## src/rtl/pfxcr_pkg.sv

```systemverilog
// ----------------------------------------------------------------------------
// pfxcr_pkg
// operation codes, decoded control bundle and helpers for the fixed-point unit
// ----------------------------------------------------------------------------
package pfxcr_pkg;

  typedef enum logic [5:0] {
    OP_ADDI = 6'd0, OP_ADDIS = 6'd1, OP_ORI = 6'd2, OP_ORIS = 6'd3,
    OP_XORI = 6'd4, OP_XORIS = 6'd5, OP_ANDI = 6'd6, OP_ANDIS = 6'd7,
    OP_ADD = 6'd8, OP_SUBF = 6'd9, OP_AND = 6'd10, OP_ANDC = 6'd11,
    OP_OR = 6'd12, OP_ORC = 6'd13, OP_XOR = 6'd14, OP_EQV = 6'd15,
    OP_NAND = 6'd16, OP_NOR = 6'd17, OP_NEG = 6'd18, OP_EXTSB = 6'd19,
    OP_EXTSH = 6'd20, OP_EXTSW = 6'd21, OP_CMP = 6'd22, OP_CMPL = 6'd23,
    OP_CMPI = 6'd24, OP_CMPLI = 6'd25, OP_RLWINM = 6'd26, OP_RLWIMI = 6'd27,
    OP_RLWNM = 6'd28, OP_CNTLZW = 6'd29, OP_CNTLZD = 6'd30, OP_CRAND = 6'd31,
    OP_CRANDC = 6'd32, OP_CREQV = 6'd33, OP_CRNAND = 6'd34, OP_CRNOR = 6'd35,
    OP_CROR = 6'd36, OP_CRORC = 6'd37, OP_CRXOR = 6'd38, OP_MCRF = 6'd39,
    OP_MCRXR = 6'd40, OP_MFCR = 6'd41, OP_MTCRF = 6'd42, OP_MFXER = 6'd43,
    OP_MTXER = 6'd44
  } op_t;

  localparam logic [3:0] CR_LT = 4'h8;
  localparam logic [3:0] CR_GT = 4'h4;
  localparam logic [3:0] CR_EQ = 4'h2;

  // msb first, so action lands in the lowest bits of the beat
  typedef struct packed {
    logic        wide_compare;
    logic [2:0]  cr_src;
    logic [2:0]  cr_dest;
    logic        record;
    logic [4:0]  rot_amount;
    logic [4:0]  mask_end;
    logic [4:0]  mask_begin;
    logic [15:0] imm16;
    logic [4:0]  reg_b;
    logic [4:0]  reg_a;
    logic [4:0]  reg_d;
    logic [5:0]  action;
  } instr_t;

  typedef struct packed {
    logic        gpr_written;
    logic [4:0]  gpr_index;
    logic [63:0] gpr_value;
    logic [31:0] cr_value;
    logic [2:0]  xer_flags;
  } result_t;

  function automatic logic [31:0] cr_field_put(input logic [31:0] cr, input logic [2:0] f,
                                               input logic [3:0] nib);
    logic [31:0] r;
    r = cr;
    r[(7 - f) * 4 +: 4] = nib;
    return r;
  endfunction

  function automatic logic [6:0] lead_zeros64(input logic [63:0] v);
    logic [6:0] n;
    logic       hit;
    n = 7'd64;
    hit = 1'b0;
    for (int i = 63; i >= 0; i--) begin
      if (!hit && v[i]) begin
        n = 7'(63 - i);
        hit = 1'b1;
      end
    end
    return n;
  endfunction

endpackage

```

## src/rtl/pfxcr_execute.sv

```systemverilog
// ----------------------------------------------------------------------------
// pfxcr_execute
// combinational execute of one instruction against operands, cr and xer
// ----------------------------------------------------------------------------
module pfxcr_execute (
  input  pfxcr_pkg::instr_t  ins,
  input  logic [63:0]        s,
  input  logic [63:0]        a,
  input  logic [63:0]        b,
  input  logic [31:0]        cr,
  input  logic [2:0]         xer,
  output pfxcr_pkg::result_t res
);

  logic [63:0] simm, imm, val, rhs, ca, cb;
  logic [31:0] crn, m, from, to, rot, s32;
  logic [4:0]  amt;
  logic [2:0]  xern;
  logic        wr, recd, x, y, r, lt, gt, logical;
  logic [4:0]  idx;
  logic [3:0]  nib;

  always_comb begin
    simm = {{48{ins.imm16[15]}}, ins.imm16};
    imm = {48'd0, ins.imm16};
    val = '0; wr = 1'b0; recd = 1'b0; idx = ins.reg_d;
    crn = cr; xern = xer;
    rhs = b; ca = '0; cb = '0; lt = 1'b0; gt = 1'b0; logical = 1'b0;
    x = cr[31 - ins.reg_a]; y = cr[31 - ins.reg_b]; r = 1'b0;
    from = 32'hFFFF_FFFF >> ins.mask_begin;
    to = 32'hFFFF_FFFF << (5'd31 - ins.mask_end);
    m = (ins.mask_begin <= ins.mask_end) ? (from & to) : (from | to);
    amt = (ins.action == pfxcr_pkg::OP_RLWNM) ? b[4:0] : ins.rot_amount;
    s32 = s[31:0];
    rot = (s32 << amt) | (s32 >> (6'd32 - {1'b0, amt}));
    nib = '0;
    case (ins.action)
      pfxcr_pkg::OP_ADDI, pfxcr_pkg::OP_ADDIS: begin
        val = ((ins.reg_a != 5'd0) ? a : 64'd0)
            + ((ins.action == pfxcr_pkg::OP_ADDIS) ? (simm << 16) : simm);
        wr = 1'b1;
      end
      pfxcr_pkg::OP_ORI, pfxcr_pkg::OP_ORIS: begin
        val = s | (ins.action[0] ? (imm << 16) : imm); wr = 1'b1; idx = ins.reg_a;
      end
      pfxcr_pkg::OP_XORI, pfxcr_pkg::OP_XORIS: begin
        val = s ^ (ins.action[0] ? (imm << 16) : imm); wr = 1'b1; idx = ins.reg_a;
      end
      pfxcr_pkg::OP_ANDI, pfxcr_pkg::OP_ANDIS: begin
        val = s & (ins.action[0] ? (imm << 16) : imm); wr = 1'b1; idx = ins.reg_a;
        recd = 1'b1;
      end
      pfxcr_pkg::OP_ADD: begin val = a + b; wr = 1'b1; recd = ins.record; end
      pfxcr_pkg::OP_SUBF: begin val = b - a; wr = 1'b1; recd = ins.record; end
      pfxcr_pkg::OP_NEG: begin val = 64'd0 - a; wr = 1'b1; recd = ins.record; end
      pfxcr_pkg::OP_AND, pfxcr_pkg::OP_ANDC, pfxcr_pkg::OP_OR, pfxcr_pkg::OP_ORC,
      pfxcr_pkg::OP_XOR, pfxcr_pkg::OP_EQV, pfxcr_pkg::OP_NAND, pfxcr_pkg::OP_NOR: begin
        case (ins.action)
          pfxcr_pkg::OP_AND:  val = s & b;
          pfxcr_pkg::OP_ANDC: val = s & ~b;
          pfxcr_pkg::OP_OR:   val = s | b;
          pfxcr_pkg::OP_ORC:  val = s | ~b;
          pfxcr_pkg::OP_XOR:  val = s ^ b;
          pfxcr_pkg::OP_EQV:  val = ~(s ^ b);
          pfxcr_pkg::OP_NAND: val = ~(s & b);
          default:            val = ~(s | b);
        endcase
        wr = 1'b1; idx = ins.reg_a; recd = ins.record;
      end
      pfxcr_pkg::OP_EXTSB: begin
        val = {{56{s[7]}}, s[7:0]}; wr = 1'b1; idx = ins.reg_a; recd = ins.record;
      end
      pfxcr_pkg::OP_EXTSH: begin
        val = {{48{s[15]}}, s[15:0]}; wr = 1'b1; idx = ins.reg_a; recd = ins.record;
      end
      pfxcr_pkg::OP_EXTSW: begin
        val = {{32{s[31]}}, s[31:0]}; wr = 1'b1; idx = ins.reg_a; recd = ins.record;
      end
      pfxcr_pkg::OP_CMP, pfxcr_pkg::OP_CMPL, pfxcr_pkg::OP_CMPI, pfxcr_pkg::OP_CMPLI: begin
        logical = (ins.action == pfxcr_pkg::OP_CMPL) || (ins.action == pfxcr_pkg::OP_CMPLI);
        if (ins.action == pfxcr_pkg::OP_CMPI) rhs = simm;
        else if (ins.action == pfxcr_pkg::OP_CMPLI) rhs = imm;
        if (!ins.wide_compare) begin
          ca = {32'd0, a[31:0] ^ {!logical, 31'd0}};
          cb = {32'd0, rhs[31:0] ^ {!logical, 31'd0}};
        end else begin
          ca = a ^ {!logical, 63'd0};
          cb = rhs ^ {!logical, 63'd0};
        end
        lt = ca < cb; gt = ca > cb;
        nib = (lt ? pfxcr_pkg::CR_LT : gt ? pfxcr_pkg::CR_GT : pfxcr_pkg::CR_EQ)
            | {3'd0, xer[2]};
        crn = pfxcr_pkg::cr_field_put(cr, ins.cr_dest, nib);
      end
      pfxcr_pkg::OP_RLWINM, pfxcr_pkg::OP_RLWIMI, pfxcr_pkg::OP_RLWNM: begin
        val = {32'd0, (rot & m) | ((ins.action == pfxcr_pkg::OP_RLWIMI) ?
                                   (a[31:0] & ~m) : 32'd0)};
        wr = 1'b1; idx = ins.reg_a; recd = ins.record;
      end
      pfxcr_pkg::OP_CNTLZW: begin
        val = {57'd0, pfxcr_pkg::lead_zeros64({s[31:0], 32'hFFFF_FFFF})};
        wr = 1'b1; idx = ins.reg_a; recd = ins.record;
      end
      pfxcr_pkg::OP_CNTLZD: begin
        val = {57'd0, pfxcr_pkg::lead_zeros64(s)};
        wr = 1'b1; idx = ins.reg_a; recd = ins.record;
      end
      pfxcr_pkg::OP_CRAND, pfxcr_pkg::OP_CRANDC, pfxcr_pkg::OP_CREQV,
      pfxcr_pkg::OP_CRNAND, pfxcr_pkg::OP_CRNOR, pfxcr_pkg::OP_CROR,
      pfxcr_pkg::OP_CRORC, pfxcr_pkg::OP_CRXOR: begin
        case (ins.action)
          pfxcr_pkg::OP_CRAND:  r = x & y;
          pfxcr_pkg::OP_CRANDC: r = x & !y;
          pfxcr_pkg::OP_CREQV:  r = x == y;
          pfxcr_pkg::OP_CRNAND: r = !(x & y);
          pfxcr_pkg::OP_CRNOR:  r = !(x | y);
          pfxcr_pkg::OP_CROR:   r = x | y;
          pfxcr_pkg::OP_CRORC:  r = x | !y;
          default:              r = x ^ y;
        endcase
        crn[31 - ins.reg_d] = r;
      end
      pfxcr_pkg::OP_MCRF:
        crn = pfxcr_pkg::cr_field_put(cr, ins.cr_dest, cr[(7 - ins.cr_src) * 4 +: 4]);
      pfxcr_pkg::OP_MCRXR: begin
        crn = pfxcr_pkg::cr_field_put(cr, ins.cr_dest, {xer, 1'b0});
        xern = '0;
      end
      pfxcr_pkg::OP_MFCR: begin val = {32'd0, cr}; wr = 1'b1; end
      pfxcr_pkg::OP_MTCRF: begin
        for (int f = 0; f < 8; f++) begin
          if (ins.imm16[7 - f]) crn[(7 - f) * 4 +: 4] = s[(7 - f) * 4 +: 4];
        end
      end
      pfxcr_pkg::OP_MFXER: begin val = {32'd0, xer, 29'd0}; wr = 1'b1; end
      pfxcr_pkg::OP_MTXER: xern = s[31:29];
      default: ;
    endcase
    if (recd) begin
      crn[31:28] = (val[63] ? pfxcr_pkg::CR_LT : (val != 64'd0) ? pfxcr_pkg::CR_GT :
                    pfxcr_pkg::CR_EQ) | {3'd0, xer[2]};
    end
    res.gpr_written = wr;
    res.gpr_index = wr ? idx : 5'd0;
    res.gpr_value = wr ? val : 64'd0;
    res.cr_value = crn;
    res.xer_flags = xern;
  end

endmodule

```

## config.mk

```make
export PLATFORM = sky130hd
export DESIGN_NAME = pfxcr_execute
export DESIGN_NICKNAME = d
export VERILOG_FILES = /design/src/rtl/pfxcr_pkg.sv /design/src/rtl/pfxcr_execute.sv
export SDC_FILE = /design/constraint.sdc
export NUM_CORES = 2
export LEC_CHECK = 0
export BUFFER_PORTS_ARGS = -buffer_cell sky130_fd_sc_hd__buf_2
export CAP_MARGIN = 20
export CORE_ASPECT_RATIO = 1.75
export CORE_MARGIN = 2
export CORE_UTILIZATION = 40
export DETAILED_ROUTE_END_ITERATION = 7
export PLACE_DENSITY = 0.59
export RECOVER_POWER = 25
export SYNTH_ARGS = -nofsm -noshare
export SYNTH_HDL_FRONTEND = slang
export SYNTH_SLANG_ARGS = --single-unit
export TNS_END_PERCENT = 100
```

## constraint.sdc

```tcl
create_clock -name vclk -period 10.18
set_clock_uncertainty 0.15 [all_clocks]
set_input_delay 1.527 -clock vclk [all_inputs]
set_output_delay 1.527 -clock vclk [all_outputs]
set_load 0.01 [all_outputs]
```

==> flow_metrics.env, run 1 <==
export IMPL_grt_pass1_wl_um=386000
export IMPL_status="did not finish"
export IMPL_synthDistinctLibCells=121
export IMPL_yosysWarnings=0
export IMPL_io_pins=392
export IMPL_die_y_um=399
export IMPL_dpl_hpwl_um=209000
export IMPL_synthTopCellsByArea="ha_1, a21oi_1, o21ai_0, nor2_1, nand2_1"
export IMPL_overflow=6
export IMPL_error="[ERROR GRT-0116] Global routing finished with congestion. Check the congestion regions in the DRC Viewer."
export IMPL_num_rows=144
export IMPL_syn_nets=6214
export IMPL_grt_pass1_vias=50800
export IMPL_grt_max_degree=59
export IMPL_hold_buffers=0
export IMPL_portBuffers=392
export IMPL_synth_top_area_share_pct=20.5
export IMPL_synthesis_area_um2=35600
export IMPL_syn_inst=5339
export IMPL_die_w_um=230
export IMPL_place_area_um2=39300
export IMPL_initial_core_util_pct=40.4
export IMPL_yosysTopAreaCell="ha_1"
export IMPL_syn_area_per_cell_um2=6.67
export IMPL_grt_use_total_pct=58.8
export IMPL_lastStage="global routing"
export IMPL_gp_congestion=1.17
export IMPL_seq_area_frac_synth_pct=0
export IMPL_dp_slack_ns=0.0229
## synth_stat cells (26+ instances only)
master and count:
ha_1 585, a21oi_1 510, nor2_1 484, nand2_1 451, o21ai_0 385, inv_1 304
clkbuf_1 281, nand3_1 190, nor3_1 142, a21o_1 134, mux2i_1 118, a221oi_1 104
a31oi_1 101, nand4_1 98, o22ai_1 98, and2_1 89, a211oi_1 67, xnor2_1 67
mux4_2 57, a2111oi_0 51, nor4_1 51, nor2b_1 49, nand2b_1 47, o211ai_1 44
xor2_1 44, o31ai_1 43, buf_1 38, o21a_1 36, and3_1 35, o2111ai_1 35
o221ai_1 33, a22oi_1 29, buf_2 27, o21bai_1 26, or3_1 26
## repair_timing
| action | in CTS |
|---|---|
| resized for setup | 1 |
| endpoints found under the setup margin | 1 |
| buffers inserted | 0 |
## kinds of logic after synthesis
kind of cell	synth area share (%)
buf+inv	7.75
simple gates	24.6
compound gates	36.1
fa+ha+maj	21.2
xor+xnor	2.73
mux	7.55
## stage by stage
step                      util [%]  instances
after global placement        44.6       6727
after CTS                     44.6       6729
after detailed placement      44.6       6729
after floorplan                  -       5339
## routing by layer
layer	GRT overflow	track usage, %
met1	0	56.8
met2	5	88.8
met5	0	0.265
met4	1	68.5
met3	0	24.2
==> inputs of run 2 (changes only) <==
- CORE_ASPECT_RATIO: 1.75 -> not set
- CORE_UTILIZATION: 40 -> 25
- PLACE_DENSITY: 0.59 -> not set
- PLACE_DENSITY_LB_ADDON: not set -> 0.15
==> flow_metrics.env, run 2 <==
export IMPL_status="finished, final reports clean"
export IMPL_setup_viol=0
export IMPL_grt_max_degree=43
export IMPL_crit_start="ins[5]"
export IMPL_yosys_area_share_adder_pct=21.2
export IMPL_synth_most_common_cell="ha_1"
export IMPL_met2_usage_pct=52.8
export IMPL_overflow=0
export IMPL_hold_viol_final=0
export IMPL_endpoint="res[32]"
export IMPL_finalCritPeriodShare_pct=98.3
export IMPL_grt_use_met1_pct=39.1
export IMPL_place_area_um2=40100
export IMPL_setup_worst_path_class="input port to output port"
export IMPL_p_per_area_nw_per_um2=59.2
export IMPL_io_pins=392
export IMPL_final_cell_mix="ha_1, a21oi_1, nor2_1, nand2_1, o21ai_0"
export IMPL_worst_pin_slew_ns=1.13
export IMPL_final_common_cell="ha_1"
export IMPL_drtPass1Iterations=8
export IMPL_wl_um=249000
export IMPL_yosysWarnings=0
export IMPL_synthTopCellsByArea="ha_1, a21oi_1, o21ai_0, nor2_1, nand2_1"
export IMPL_initial_core_util_pct=25.2
export IMPL_grt_use_total_pct=32.2
export IMPL_startpoint_type="input port"
export IMPL_area_delta_synth_final_pct=12.9
export IMPL_coreArea_um2=142000
export IMPL_drv_cap=0
export IMPL_p_leak_uw=0.0180
export IMPL_total_power_uw=2380
export IMPL_die_area_um2=146000
export IMPL_drive_gt1_share_pct=14.0
export IMPL_die_w_um=382
export IMPL_synth_compound_area_share_pct=36.1
export IMPL_hp_class="input port to output port"
export IMPL_worstPathArrival_ns=8.33
export IMPL_global_route_usage_met3_pct=4.51
export IMPL_nNetsFinal=6437
export IMPL_gp_congestion=1.03
export IMPL_worstPathMaxFanout=18
export IMPL_crit_path_end_kind="output port"
export IMPL_syn_inst=5339
export IMPL_irDropWorstVdd_mv=0.0322
export IMPL_synth_top_area_share_pct=20.5
export IMPL_num_rows=138
export IMPL_drv_slew=0
export IMPL_synthDistinctLibCells=121
export IMPL_grt_busiest_layer="met2"
export IMPL_synthSimpleGateAreaFrac_pct=24.6
export IMPL_hold_buffers=0
export IMPL_synth_top_family_by_area="compound AO/OA/AOI/OAI gates"
export IMPL_final_area_um2=40200
export IMPL_register_area_um2=0
export IMPL_drtIter0Drc=5788
export IMPL_synth_commonest_cells="ha_1, a21oi_1, nor2_1"
export IMPL_avgRoutedWirePerCell_um=33.3
export IMPL_syn_nets=6214
export IMPL_drc=0
export IMPL_clock_fmax_mhz=99.9
export IMPL_yosysTopAreaCell="ha_1"
export IMPL_synthMuxAreaShare_pct=7.55
export IMPL_final_setup_tns_ns=0
export IMPL_synth_xor_area_share_pct=2.73
export IMPL_min_period_ns=10.01
export IMPL_design_seq_count=0
export IMPL_postRouteAntennaNets=0
export IMPL_dpl_hpwl_um=202000
export IMPL_die_y_um=382
export IMPL_grt_pass1_wl_um=341000
export IMPL_grt_pass1_vias=43600
export IMPL_nClkBuffers=0
export IMPL_cp_required_ns=8.50
export IMPL_slew_headroom_pct=24.0
export IMPL_hold_worst_slack_ns=3.34
export IMPL_portBuffers=392
export IMPL_seq_area_frac_synth_pct=0
export IMPL_dr_total_vias=46800
export IMPL_synthesis_area_um2=35600
export IMPL_grt_antenna_before_repair=44
export IMPL_avgViaCountPerCell=6.27
export IMPL_syn_area_per_cell_um2=6.67
## run 2: cell counts after synthesis
No cell type changed its count.
## run 2: report_power, final
| part | leakage [uW] | internal [uW] | switching [uW] |
|---|---|---|---|
| clock network | 0.000000114 | 0.0000826 | 0 |
| logic | 0.0180 | 779 | 1600 |
| registers | 0 | 0 | 0 |
## run 2: final cells by class
cell class,count,area (um2)
inverter,306,1150
timing repair buffer,597,3540
antenna,19,47.5
multi-input combinational,4657,33100
tap,1890,2360
fill,16100,101000
## run 2: timing repair
item,CTS,global route
gates resized for setup,3,12
endpoints found under the setup margin,2,2
pin swaps,0,4
buffers inserted,0,1
## run 2: per-stage QoR
stage	util (%)	worst slack, ns	instances
5_1_grt	28.4	-0.0551	7452
6_report	28.4	0.170	7469
3_3_place_gp	28.3	-0.0349	7446
2_1_floorplan	-	0.655	5339
3_5_place_dp	28.3	-0.0926	7447
4_1_cts	28.3	0.0710	7447
## run 2: kinds of logic after synthesis
group,after synthesis
compound gates,1946
simple gates,1798
buf+inv,682
fa+ha+maj,607
mux,195
xor+xnor,111
## run 2: routing by layer
metal | vias to the layer above | share of wire [%]
li1 | 20700 | -
met1 | 22800 | 38
met2 | 2666 | 45
met3 | 634 | 8.1
met4 | 18 | 8.1
met5 | - | 0.044
## run 2: worst min-delay path by stage
stage,slack [ns],cells past startpoint,end,from
CTS,3.33,4,res[6],cr[3]
global route,3.33,4,res[6],cr[3]
detailed placement,3.33,4,res[6],cr[3]
global placement,3.33,4,res[6],cr[3]
finish,3.34,4,res[6],cr[3]
floorplan,3.02,2,res[13],cr[10]
## run 2: worst max-delay path, cell delays in order
cell,delay (ns)
buf_2,0.12
buf_4,0.20
and4b_1,0.41
nand2_1,0.11
a21o_1,0.21
inv_2,0.06
ha_1,0.24
inv_1,0.09
o21ai_0,0.24
o211a_4,0.39
buf_4,0.22
mux2i_1,0.09
o32ai_1,0.62
a2111oi_0,0.18
o31ai_1,0.58
o211ai_1,0.20
or2_1,0.26
nor4_1,0.28
nand4_1,0.39
nor4_4,0.38
nand4b_1,0.30
buf_4,0.24
nor4b_2,0.40
buf_4,0.22
a41o_1,0.20
buf_2,0.14
(Power assumes the default switching activity.)
